===== src/rtl/core/refcounted_buffer_pool_defines.svh =====
// Assertion macros shared by the buffer pool RTL.
// Expects clk_i and rst_ni in the scope of the including module.
`ifndef REFCOUNTED_BUFFER_POOL_DEFINES_SVH
`define REFCOUNTED_BUFFER_POOL_DEFINES_SVH

// Checked outside reset only.
`define RCBP_ASSERT(name, prop, msg) \
  name: assert property (@(posedge clk_i) disable iff (!rst_ni) prop) \
    else $error(msg);

// Checked on every edge, reset included.
`define RCBP_ASSERT_ALWAYS(name, prop, msg) \
  name: assert property (@(posedge clk_i) prop) else $error(msg);

`endif


===== src/rtl/core/rcbp_pkg.sv =====
// Types and constants for the reference-counted buffer pool.
// No dependencies; imported by every module of the block.
package rcbp_pkg;

  localparam int unsigned MAX_BUFFERS_DEF    = 32;
  localparam int unsigned REF_COUNT_BITS_DEF = 8;

  // Fixed field widths of the request and response transfers
  localparam int unsigned ID_W      = 5;
  localparam int unsigned REF_OUT_W = 8;
  localparam int unsigned TOT_W     = 6;

  typedef enum logic [1:0] {
    REQ_ALLOC,
    REQ_ADD_REF,
    REQ_RELEASE,
    REQ_NOP
  } req_e;

  typedef enum logic [2:0] {
    ST_OK,
    ST_OUT_OF_BUFS,
    ST_ALREADY_REL,
    ST_NOT_CREATED,
    ST_OVERFLOW
  } status_e;

  typedef struct packed {
    req_e            req_type;
    logic [ID_W-1:0] target_id;
  } pool_req_t;

  typedef struct packed {
    status_e              status;
    logic [ID_W-1:0]      granted_id;
    logic [REF_OUT_W-1:0] ref_count;
    logic [TOT_W-1:0]     free_count;
    logic [TOT_W-1:0]     created_count;
  } pool_rsp_t;

endpackage


===== src/rtl/core/rcbp_store.sv =====
// Reference count memory and free stack memory of the buffer pool.
// Synchronous reads with write-to-read forwarding; uses rcbp_pkg.
module rcbp_store #(
  parameter int unsigned MAX_BUFFERS    = rcbp_pkg::MAX_BUFFERS_DEF,
  parameter int unsigned REF_COUNT_BITS = rcbp_pkg::REF_COUNT_BITS_DEF
) (
  input  logic                                clk_i,
  input  logic                                rd_en_i,
  input  logic [$clog2(MAX_BUFFERS)-1:0]      ref_raddr_i,
  input  logic [$clog2(MAX_BUFFERS)-1:0]      stk_raddr_i,
  input  logic                                ref_we_i,
  input  logic [$clog2(MAX_BUFFERS)-1:0]      ref_waddr_i,
  input  logic [REF_COUNT_BITS-1:0]           ref_wdata_i,
  input  logic                                stk_we_i,
  input  logic [$clog2(MAX_BUFFERS)-1:0]      stk_waddr_i,
  input  logic [$clog2(MAX_BUFFERS)-1:0]      stk_wdata_i,
  output logic [REF_COUNT_BITS-1:0]           ref_rdata_o,
  output logic [$clog2(MAX_BUFFERS)-1:0]      stk_rdata_o
);
  import rcbp_pkg::*;

  localparam int unsigned IDX_W = $clog2(MAX_BUFFERS);

  logic [REF_COUNT_BITS-1:0] ref_mem [MAX_BUFFERS];
  logic [IDX_W-1:0]          stk_mem [MAX_BUFFERS];
  logic [REF_COUNT_BITS-1:0] ref_rdata_q;
  logic [IDX_W-1:0]          stk_rdata_q;

  always_ff @(posedge clk_i) begin
    if (ref_we_i) begin
      ref_mem[ref_waddr_i] <= ref_wdata_i;
    end
    // read sees the write of the same edge
    if (rd_en_i) begin
      if (ref_we_i && (ref_waddr_i == ref_raddr_i)) begin
        ref_rdata_q <= ref_wdata_i;
      end else begin
        ref_rdata_q <= ref_mem[ref_raddr_i];
      end
    end
  end

  always_ff @(posedge clk_i) begin
    if (stk_we_i) begin
      stk_mem[stk_waddr_i] <= stk_wdata_i;
    end
    if (rd_en_i) begin
      if (stk_we_i && (stk_waddr_i == stk_raddr_i)) begin
        stk_rdata_q <= stk_wdata_i;
      end else begin
        stk_rdata_q <= stk_mem[stk_raddr_i];
      end
    end
  end

  assign ref_rdata_o = ref_rdata_q;
  assign stk_rdata_o = stk_rdata_q;

endmodule


===== src/rtl/core/rcbp_core.sv =====
// Request register, pool counters and per-request decision logic.
// Drives the memory ports of rcbp_store; uses rcbp_pkg and the assertion macros.
`include "refcounted_buffer_pool_defines.svh"

module rcbp_core #(
  parameter int unsigned MAX_BUFFERS    = rcbp_pkg::MAX_BUFFERS_DEF,
  parameter int unsigned REF_COUNT_BITS = rcbp_pkg::REF_COUNT_BITS_DEF
) (
  input  logic                                clk_i,
  input  logic                                rst_ni,
  input  logic                                accept_i,
  input  rcbp_pkg::pool_req_t                 req_i,
  input  logic                                commit_i,
  input  logic [REF_COUNT_BITS-1:0]           ref_rdata_i,
  input  logic [$clog2(MAX_BUFFERS)-1:0]      stk_rdata_i,
  output logic                                s1_valid_o,
  output rcbp_pkg::pool_rsp_t                 rsp_o,
  output logic [$clog2(MAX_BUFFERS)-1:0]      ref_raddr_o,
  output logic [$clog2(MAX_BUFFERS)-1:0]      stk_raddr_o,
  output logic                                ref_we_o,
  output logic [$clog2(MAX_BUFFERS)-1:0]      ref_waddr_o,
  output logic [REF_COUNT_BITS-1:0]           ref_wdata_o,
  output logic                                stk_we_o,
  output logic [$clog2(MAX_BUFFERS)-1:0]      stk_waddr_o,
  output logic [$clog2(MAX_BUFFERS)-1:0]      stk_wdata_o
);
  import rcbp_pkg::*;

  localparam int unsigned IDX_W = $clog2(MAX_BUFFERS);
  localparam int unsigned CNT_W = $clog2(MAX_BUFFERS + 1);
  localparam int unsigned CMP_W = (CNT_W > ID_W) ? CNT_W : ID_W;

  localparam logic [REF_COUNT_BITS-1:0] CountMax = {REF_COUNT_BITS{1'b1}};
  localparam logic [REF_COUNT_BITS-1:0] CountOne = REF_COUNT_BITS'(1);
  localparam logic [CNT_W-1:0]          PoolSize = CNT_W'(MAX_BUFFERS);

  logic             s1_valid_q;
  pool_req_t        s1_req_q;
  logic [CNT_W-1:0] depth_q, depth_d, depth_eff;
  logic [CNT_W-1:0] created_q, created_d;

  logic                      not_created;
  logic [IDX_W-1:0]          id_idx;
  logic [IDX_W-1:0]          grant;
  logic [REF_COUNT_BITS-1:0] cnt, cnt_out, cnt_dec;
  status_e                   status;
  logic                      ref_we, stk_we;
  logic [IDX_W-1:0]          ref_waddr;
  logic [REF_COUNT_BITS-1:0] ref_wdata;

  always_ff @(posedge clk_i or negedge rst_ni) begin
    if (!rst_ni) begin
      s1_valid_q <= 1'b0;
      depth_q    <= '0;
      created_q  <= '0;
    end else begin
      if (accept_i) begin
        s1_valid_q <= 1'b1;
      end else if (commit_i) begin
        s1_valid_q <= 1'b0;
      end
      if (commit_i) begin
        depth_q   <= depth_d;
        created_q <= created_d;
      end
    end
  end

  always_ff @(posedge clk_i) begin
    if (accept_i) begin
      s1_req_q <= req_i;
    end
  end

  assign cnt         = ref_rdata_i;
  assign cnt_dec     = cnt - CountOne;
  assign id_idx      = IDX_W'(s1_req_q.target_id);
  assign not_created = CMP_W'(s1_req_q.target_id) >= CMP_W'(created_q);

  always_comb begin
    status    = ST_OK;
    grant     = '0;
    cnt_out   = '0;
    depth_d   = depth_q;
    created_d = created_q;
    ref_we    = 1'b0;
    ref_waddr = id_idx;
    ref_wdata = cnt;
    stk_we    = 1'b0;
    case (s1_req_q.req_type)
      REQ_ALLOC: begin
        if (depth_q != '0) begin
          depth_d = depth_q - CNT_W'(1);
          grant   = stk_rdata_i;
        end else if (created_q < PoolSize) begin
          grant     = IDX_W'(created_q);
          created_d = created_q + CNT_W'(1);
        end else begin
          status = ST_OUT_OF_BUFS;
        end
        if (status == ST_OK) begin
          ref_we    = 1'b1;
          ref_waddr = grant;
          ref_wdata = CountOne;
          cnt_out   = CountOne;
        end
      end
      default: begin
        if (not_created) begin
          status = (s1_req_q.req_type == REQ_NOP) ? ST_OK : ST_NOT_CREATED;
        end else begin
          case (s1_req_q.req_type)
            REQ_ADD_REF: begin
              if (cnt == '0) begin
                status = ST_ALREADY_REL;
              end else if (cnt == CountMax) begin
                status  = ST_OVERFLOW;
                cnt_out = cnt;
              end else begin
                ref_we    = 1'b1;
                ref_wdata = cnt + CountOne;
                cnt_out   = cnt + CountOne;
              end
            end
            REQ_RELEASE: begin
              if (cnt == '0) begin
                status = ST_ALREADY_REL;
              end else begin
                ref_we    = 1'b1;
                ref_wdata = cnt_dec;
                cnt_out   = cnt_dec;
                // last reference gone: id goes back on the free stack
                if ((cnt_dec == '0) && (depth_q < PoolSize)) begin
                  stk_we  = 1'b1;
                  depth_d = depth_q + CNT_W'(1);
                end
              end
            end
            default: begin
              cnt_out = cnt;
            end
          endcase
        end
      end
    endcase
  end

  // stack top as it stands after the item now committing
  assign depth_eff   = commit_i ? depth_d : depth_q;
  assign stk_raddr_o = IDX_W'(depth_eff - CNT_W'(1));
  assign ref_raddr_o = IDX_W'(req_i.target_id);

  assign ref_we_o    = commit_i && ref_we;
  assign ref_waddr_o = ref_waddr;
  assign ref_wdata_o = ref_wdata;
  assign stk_we_o    = commit_i && stk_we;
  assign stk_waddr_o = IDX_W'(depth_q);
  assign stk_wdata_o = id_idx;

  assign s1_valid_o          = s1_valid_q;
  assign rsp_o.status        = status;
  assign rsp_o.granted_id    = ID_W'(grant);
  assign rsp_o.ref_count     = REF_OUT_W'(cnt_out);
  assign rsp_o.free_count    = TOT_W'(depth_d);
  assign rsp_o.created_count = TOT_W'(created_d);

  `RCBP_ASSERT_ALWAYS(a_depth_bound, !rst_ni || (depth_q <= PoolSize), "free stack deeper than pool")
  `RCBP_ASSERT(a_free_created, depth_q <= created_q, "more free ids than created ids")
  `RCBP_ASSERT(a_commit_valid, commit_i |-> s1_valid_q, "commit without a request held")
  `RCBP_ASSERT(a_hold_state, !commit_i |=> $stable(depth_q) && $stable(created_q), "state moved without commit")

endmodule


===== src/rtl/core/refcounted_buffer_pool.sv =====
// Reference-counted buffer pool: one request per clock while req_stall_o is low. A
// request is held in an input register while the reference count and free stack
// memories, read at the transfer edge, supply its operands; the decision logic then
// updates the pool and loads the response register. Reads bypass the memories when
// the request ahead writes the same entry, so back-to-back requests on the same id
// run at full rate. No clearing pass follows reset.
`include "refcounted_buffer_pool_defines.svh"

module refcounted_buffer_pool #(
  parameter int unsigned MAX_BUFFERS    = rcbp_pkg::MAX_BUFFERS_DEF,
  parameter int unsigned REF_COUNT_BITS = rcbp_pkg::REF_COUNT_BITS_DEF
) (
  input  logic                clk_i,
  input  logic                rst_ni,
  input  logic                req_valid_i,
  output logic                req_stall_o,
  input  rcbp_pkg::pool_req_t req_i,
  output logic                rsp_valid_o,
  input  logic                rsp_stall_i,
  output rcbp_pkg::pool_rsp_t rsp_o
);
  import rcbp_pkg::*;

  localparam int unsigned IDX_W = $clog2(MAX_BUFFERS);

  logic      s1_valid, advance, accept;
  logic      out_valid_q;
  pool_rsp_t rsp_q, core_rsp;

  logic [IDX_W-1:0]          ref_raddr, stk_raddr, ref_waddr, stk_waddr, stk_wdata;
  logic [IDX_W-1:0]          stk_rdata;
  logic [REF_COUNT_BITS-1:0] ref_rdata, ref_wdata;
  logic                      ref_we, stk_we;

  assign advance     = s1_valid && (!out_valid_q || !rsp_stall_i);
  assign req_stall_o = s1_valid && !advance;
  assign accept      = req_valid_i && !req_stall_o;

  rcbp_core #(
    .MAX_BUFFERS    (MAX_BUFFERS),
    .REF_COUNT_BITS (REF_COUNT_BITS)
  ) u_core (
    .clk_i       (clk_i),
    .rst_ni      (rst_ni),
    .accept_i    (accept),
    .req_i       (req_i),
    .commit_i    (advance),
    .ref_rdata_i (ref_rdata),
    .stk_rdata_i (stk_rdata),
    .s1_valid_o  (s1_valid),
    .rsp_o       (core_rsp),
    .ref_raddr_o (ref_raddr),
    .stk_raddr_o (stk_raddr),
    .ref_we_o    (ref_we),
    .ref_waddr_o (ref_waddr),
    .ref_wdata_o (ref_wdata),
    .stk_we_o    (stk_we),
    .stk_waddr_o (stk_waddr),
    .stk_wdata_o (stk_wdata)
  );

  rcbp_store #(
    .MAX_BUFFERS    (MAX_BUFFERS),
    .REF_COUNT_BITS (REF_COUNT_BITS)
  ) u_store (
    .clk_i       (clk_i),
    .rd_en_i     (accept),
    .ref_raddr_i (ref_raddr),
    .stk_raddr_i (stk_raddr),
    .ref_we_i    (ref_we),
    .ref_waddr_i (ref_waddr),
    .ref_wdata_i (ref_wdata),
    .stk_we_i    (stk_we),
    .stk_waddr_i (stk_waddr),
    .stk_wdata_i (stk_wdata),
    .ref_rdata_o (ref_rdata),
    .stk_rdata_o (stk_rdata)
  );

  always_ff @(posedge clk_i or negedge rst_ni) begin
    if (!rst_ni) begin
      out_valid_q <= 1'b0;
    end else if (advance) begin
      out_valid_q <= 1'b1;
    end else if (!rsp_stall_i) begin
      out_valid_q <= 1'b0;
    end
  end

  always_ff @(posedge clk_i) begin
    if (advance) begin
      rsp_q <= core_rsp;
    end
  end

  assign rsp_valid_o = out_valid_q;
  assign rsp_o       = rsp_q;

  `RCBP_ASSERT(a_oob_empty, out_valid_q && (rsp_q.status == ST_OUT_OF_BUFS) |-> (rsp_q.free_count == '0) && (rsp_q.granted_id == '0), "out of buffers with free ids left")
  `RCBP_ASSERT(a_stall_holds, req_stall_o |=> s1_valid, "held request lost while stalled")
  `RCBP_ASSERT(a_grant_ok, out_valid_q && (rsp_q.granted_id != '0) |-> (rsp_q.status == ST_OK) && (rsp_q.ref_count == REF_OUT_W'(1)), "grant without a fresh single reference")

endmodule


===== config.mk =====
export PLATFORM = sky130hd
export DESIGN_NAME = refcounted_buffer_pool
export DESIGN_NICKNAME = d
export VERILOG_FILES = /design/src/rtl/core/rcbp_pkg.sv /design/src/rtl/core/rcbp_store.sv /design/src/rtl/core/rcbp_core.sv /design/src/rtl/core/refcounted_buffer_pool.sv
export VERILOG_INCLUDE_DIRS = /design/src /design/src/rtl/core
export SDC_FILE = /design/constraint.sdc
export NUM_CORES = 1
export LEC_CHECK = 0
export BUFFER_PORTS_ARGS = -buffer_cell sky130_fd_sc_hd__buf_2
export CAP_MARGIN = 5
export CORE_AREA = 2 2 245 247
export DETAILED_ROUTE_END_ITERATION = 10
export DIE_AREA = 0 0 247 249
export PLACE_DENSITY = 0.61
export SETUP_SLACK_MARGIN = 0.15
export SYNTH_ARGS = -nofsm -noshare
export SYNTH_HDL_FRONTEND = slang
export SYNTH_SLANG_ARGS = --single-unit
export TNS_END_PERCENT = 50

===== constraint.sdc =====
create_clock -name clk_i -period 6.6 [get_ports clk_i]
set_input_delay 0.33 -clock clk_i [delete_from_list [all_inputs] [get_ports clk_i]]
set_output_delay 0.33 -clock clk_i [all_outputs]
set_load 0.02 [all_outputs]

==> impl_metrics.yaml <==
logic_synthesis:
  synthArstFlopShare: 0.0293
  synth_cells: 1206
  synth_seq_cells: 478
  synth_edf_count: 464
  syn_nets: 1237
  synth-main-ff-cell: "edfxtp_1"
  synth_area_um2: 20500
  synth_warnings: 0
  synth_area_per_cell_um2: 17.0
  synth_top_area_cell: "edfxtp_1"
  synthTopCellsByArea: "edfxtp_1 (68%), mux4_2 (8.8%), mux2i_1 (4.2%)"
  synth_top_area_share: 0.681
  ys_seq_area_frac: 0.698
  synth_cell_types: 78
min_path:
  worstHoldEndpoint: "rsp_valid_o"
  hold_path_startpoint: "rsp_stall_i"
  hold_class: "input port to register"
  whs_path_depth: 3
clock_tree:
  post-cts-setup-buffers: 0
  ctsRootBufferMaster: "clkbuf_16"
  cts_max_path_buffers: 3
  cts_buffers: 46
  clk_pin_slew_ps: 60
  clock_latency_ps: 560
  ctsHoldBuffers: 4
  cts.htree.levels: 2
  cts_tree: "done"
  cts_sinks: 478
  cts_resized: 0
global_route:
  grt_pass1_wl_um: 69000
  grt_max_degree: 60
  grt-ovfl-total: 0
  grt_usage: 0.148
  antenna_found_initial: 2
  grt_pass1_vias: 10954
route:
  post_drt_wl_per_cell_um: 22.3
  drtPass1Iterations: 5
  drc: 0
  totalWireLength_um: 45900
  dr.first_iter.drc_count: 780
  vias: 10993
  viasPerCell: 5.34
  antenna_left: 0
cells_and_area:
  n_antenna_cell: 0
  design_area_um2: 23100
  drive_gt1_frac: 0.203
  area_growth_pct: 12.7
  fin_nets: 1279
power:
  total_power_mw: 7.03
  powerDensity_nw_per_um2: 305
  p_leak_nw: 7.27
  ir_drop_v: 0.000215
worst_setup_path:
  crit_chain: "or4_4 > o21a_1 > nor4_4 > mux2_2 > and2_4 > ha_1 > inv_1 > nor4_1 > o2111a_1 > nor3_2 > nor2_1 > buf_4 > a22oi_1 > a211oi_1 > nor4_1 > mux2_2"
  startpoint: "u_store.ref_rdata_o[2]"
  worst_ep_required_time_ps: 6900
  critPathCaptureType: "register"
  crit_fanout: 25
  cp_slowest_stage_delay_ps: 660
  cp-start-kind: "register"
  worstSetupPathType: "register to register"
  crit_arrival_ps: 6000
  r2r-end: "u_store.stk_rdata_o[3]"
  ff2ff_path_depth: 16
  critPathBufInv: 2
  regToRegSetupSlack_ps: 900
  r2r-start: "u_store.ref_rdata_o[2]"
  crit_family: "simple AND/OR/NAND/NOR gates"
  critPathSlowestCell: "nor4_4"
floorplan:
  io_pins: 41
  die-area_um2: 61500
  core_um2: 58700
  die_w_um: 247
  row_count: 89
  die_h_um: 249
  start_util: 0.349
placement:
  dpl_cell_area_um2: 21500
  io_buffers: 40
  hpwlAfterDp_um: 29700
  place.gp.congestion: 0.867
timing:
  relSlewSlack: 0.229
  finalCritPeriodShare: 0.864
  fin_setup_tns_ps: 0
  worst_slew_pin_slew_ps: 1160
  fin_skew_ps: 18.9
  holdWs_ps: 26.1
  finalSetupViolations: 0
  drv_slew: 0
  max_freq_ghz: 0.175
  hold_viol: 0
  period_needed_ps: 5700
  rsz0062_at_grt: "false"
run_status:
  status: "complete, no violations"
job:
  drv_cap: 0
## layout make-up
cell class	instances	area, um^2
Clock buffer	57	1210
Clock inverter	28	317
Fill cell	5275	35600
Inverter	28	105
Multi-Input combinational cell	630	5770
Sequential cell	478	14300
Tap cell	773	967
Timing Repair Buffer	64	393
## routing by layer
| layer | vias to the layer above | routed length (um) | global-route usage |
|---|---|---|---|
| li1 | 4884 | - | - |
| met1 | 5668 | 19800 | 0.206 |
| met2 | 362 | 21900 | 0.236 |
| met3 | 77 | 2920 | 0.0279 |
| met4 | 2 | 1220 | 0.0418 |
| met5 | - | 13 | 0 |
## worst reg2reg max path, delay by kind of cell, from the launching register on
family | cells | cell delay, ps
flops | 1 | 540
mux | 2 | 560
simple gates | 7 | 2740
buf+inv | 2 | 390
compound gates | 4 | 940
fa+ha+maj | 1 | 290
## worst max path at each step
stage	endpoint	slack (ps)	depth (start not counted)
after CTS	u_store.stk_rdata_o[3]	920	16
after global routing	u_store.stk_rdata_o[3]	530	18
after floorplan	u_store.stk_rdata_o[0]	1750	23
after detailed placement	u_store.stk_rdata_o[3]	940	16
after global placement	u_store.stk_rdata_o[3]	1090	16
final	u_store.stk_rdata_o[3]	900	16
## cell usage in the layout, fill, tap and decap left out, types with 10 or more instances in the layout
| cell | instances |
|---|---|
| edfxtp_1 | 464 |
| nor2_1 | 96 |
| mux2i_1 | 85 |
| mux4_2 | 80 |
| nand2_1 | 56 |
| clkbuf_16 | 47 |
| a22oi_1 | 43 |
| buf_2 | 39 |
| inv_1 | 25 |
| a211oi_1 | 24 |
| mux2_2 | 23 |
| xnor2_1 | 22 |
| a21oi_1 | 21 |
| buf_4 | 21 |
| ha_1 | 20 |
| nand3_1 | 19 |
| o21ai_0 | 16 |
| dfrtp_1 | 14 |
| clkinv_1 | 10 |
| clkbuf_1 | 10 |
## synthesized netlist by cell type (3+ instances only)
master	count
a211oi_1	24
mux2i_1	85
nor3_1	8
a22oi_1	43
clkbuf_1	41
nand3_1	19
a21o_1	7
o21a_1	4
o31ai_1	3
a22o_1	4
and2_1	3
nor4_1	9
mux4_2	80
o2111a_1	3
mux2_2	23
edfxtp_1	464
a21oi_1	21
o21ai_0	19
nand4_1	6
xnor2_1	22
buf_6	4
buf_4	4
dfrtp_1	14
nor2_1	96
buf_2	11
and3_1	7
buf_1	9
inv_1	25
ha_1	20
or3_1	8
nand2_1	56
a31oi_1	4
## flip-flops by register name, indices dropped and copies added (netlist names)
name / count
u_store.ref_mem: 256
u_core.depth_q: 6
u_store.stk_mem: 160
u_store.stk_rdata_o: 5
u_core.created_q: 6
u_core.s1_valid_o: 1
rsp_valid_o: 1
rsp_o: 28
u_store.ref_rdata_o: 8
u_core.s1_req_q: 2
u_core.stk_wdata_o: 5
## report_power, final
part | internal (mW) | switching [mW] | leakage, nW
combinational | 0.283 | 0.528 | 2.14
sequential | 3.46 | 0.0668 | 4.38
clock | 1.58 | 1.11 | 0.745
total | 5.33 | 1.70 | 7.27
## per-stage QoR
step	instances	utilization	setup slack (ps)
floorplan	1206	-	1750
global placement	1969	0.366	1090
detailed placement	1969	0.366	942
CTS	2058	0.393	924
global route	2058	0.393	525
finish	2058	0.393	898
## cells by family after synthesis
group / share of synthesized area
fa+ha+maj: 0.0122
mux: 0.143
compound gates: 0.0545
buf+inv: 0.0214
flops: 0.698
simple gates: 0.0559
xor+xnor: 0.0146
Note: power is estimated with default switching activity, not from simulation.
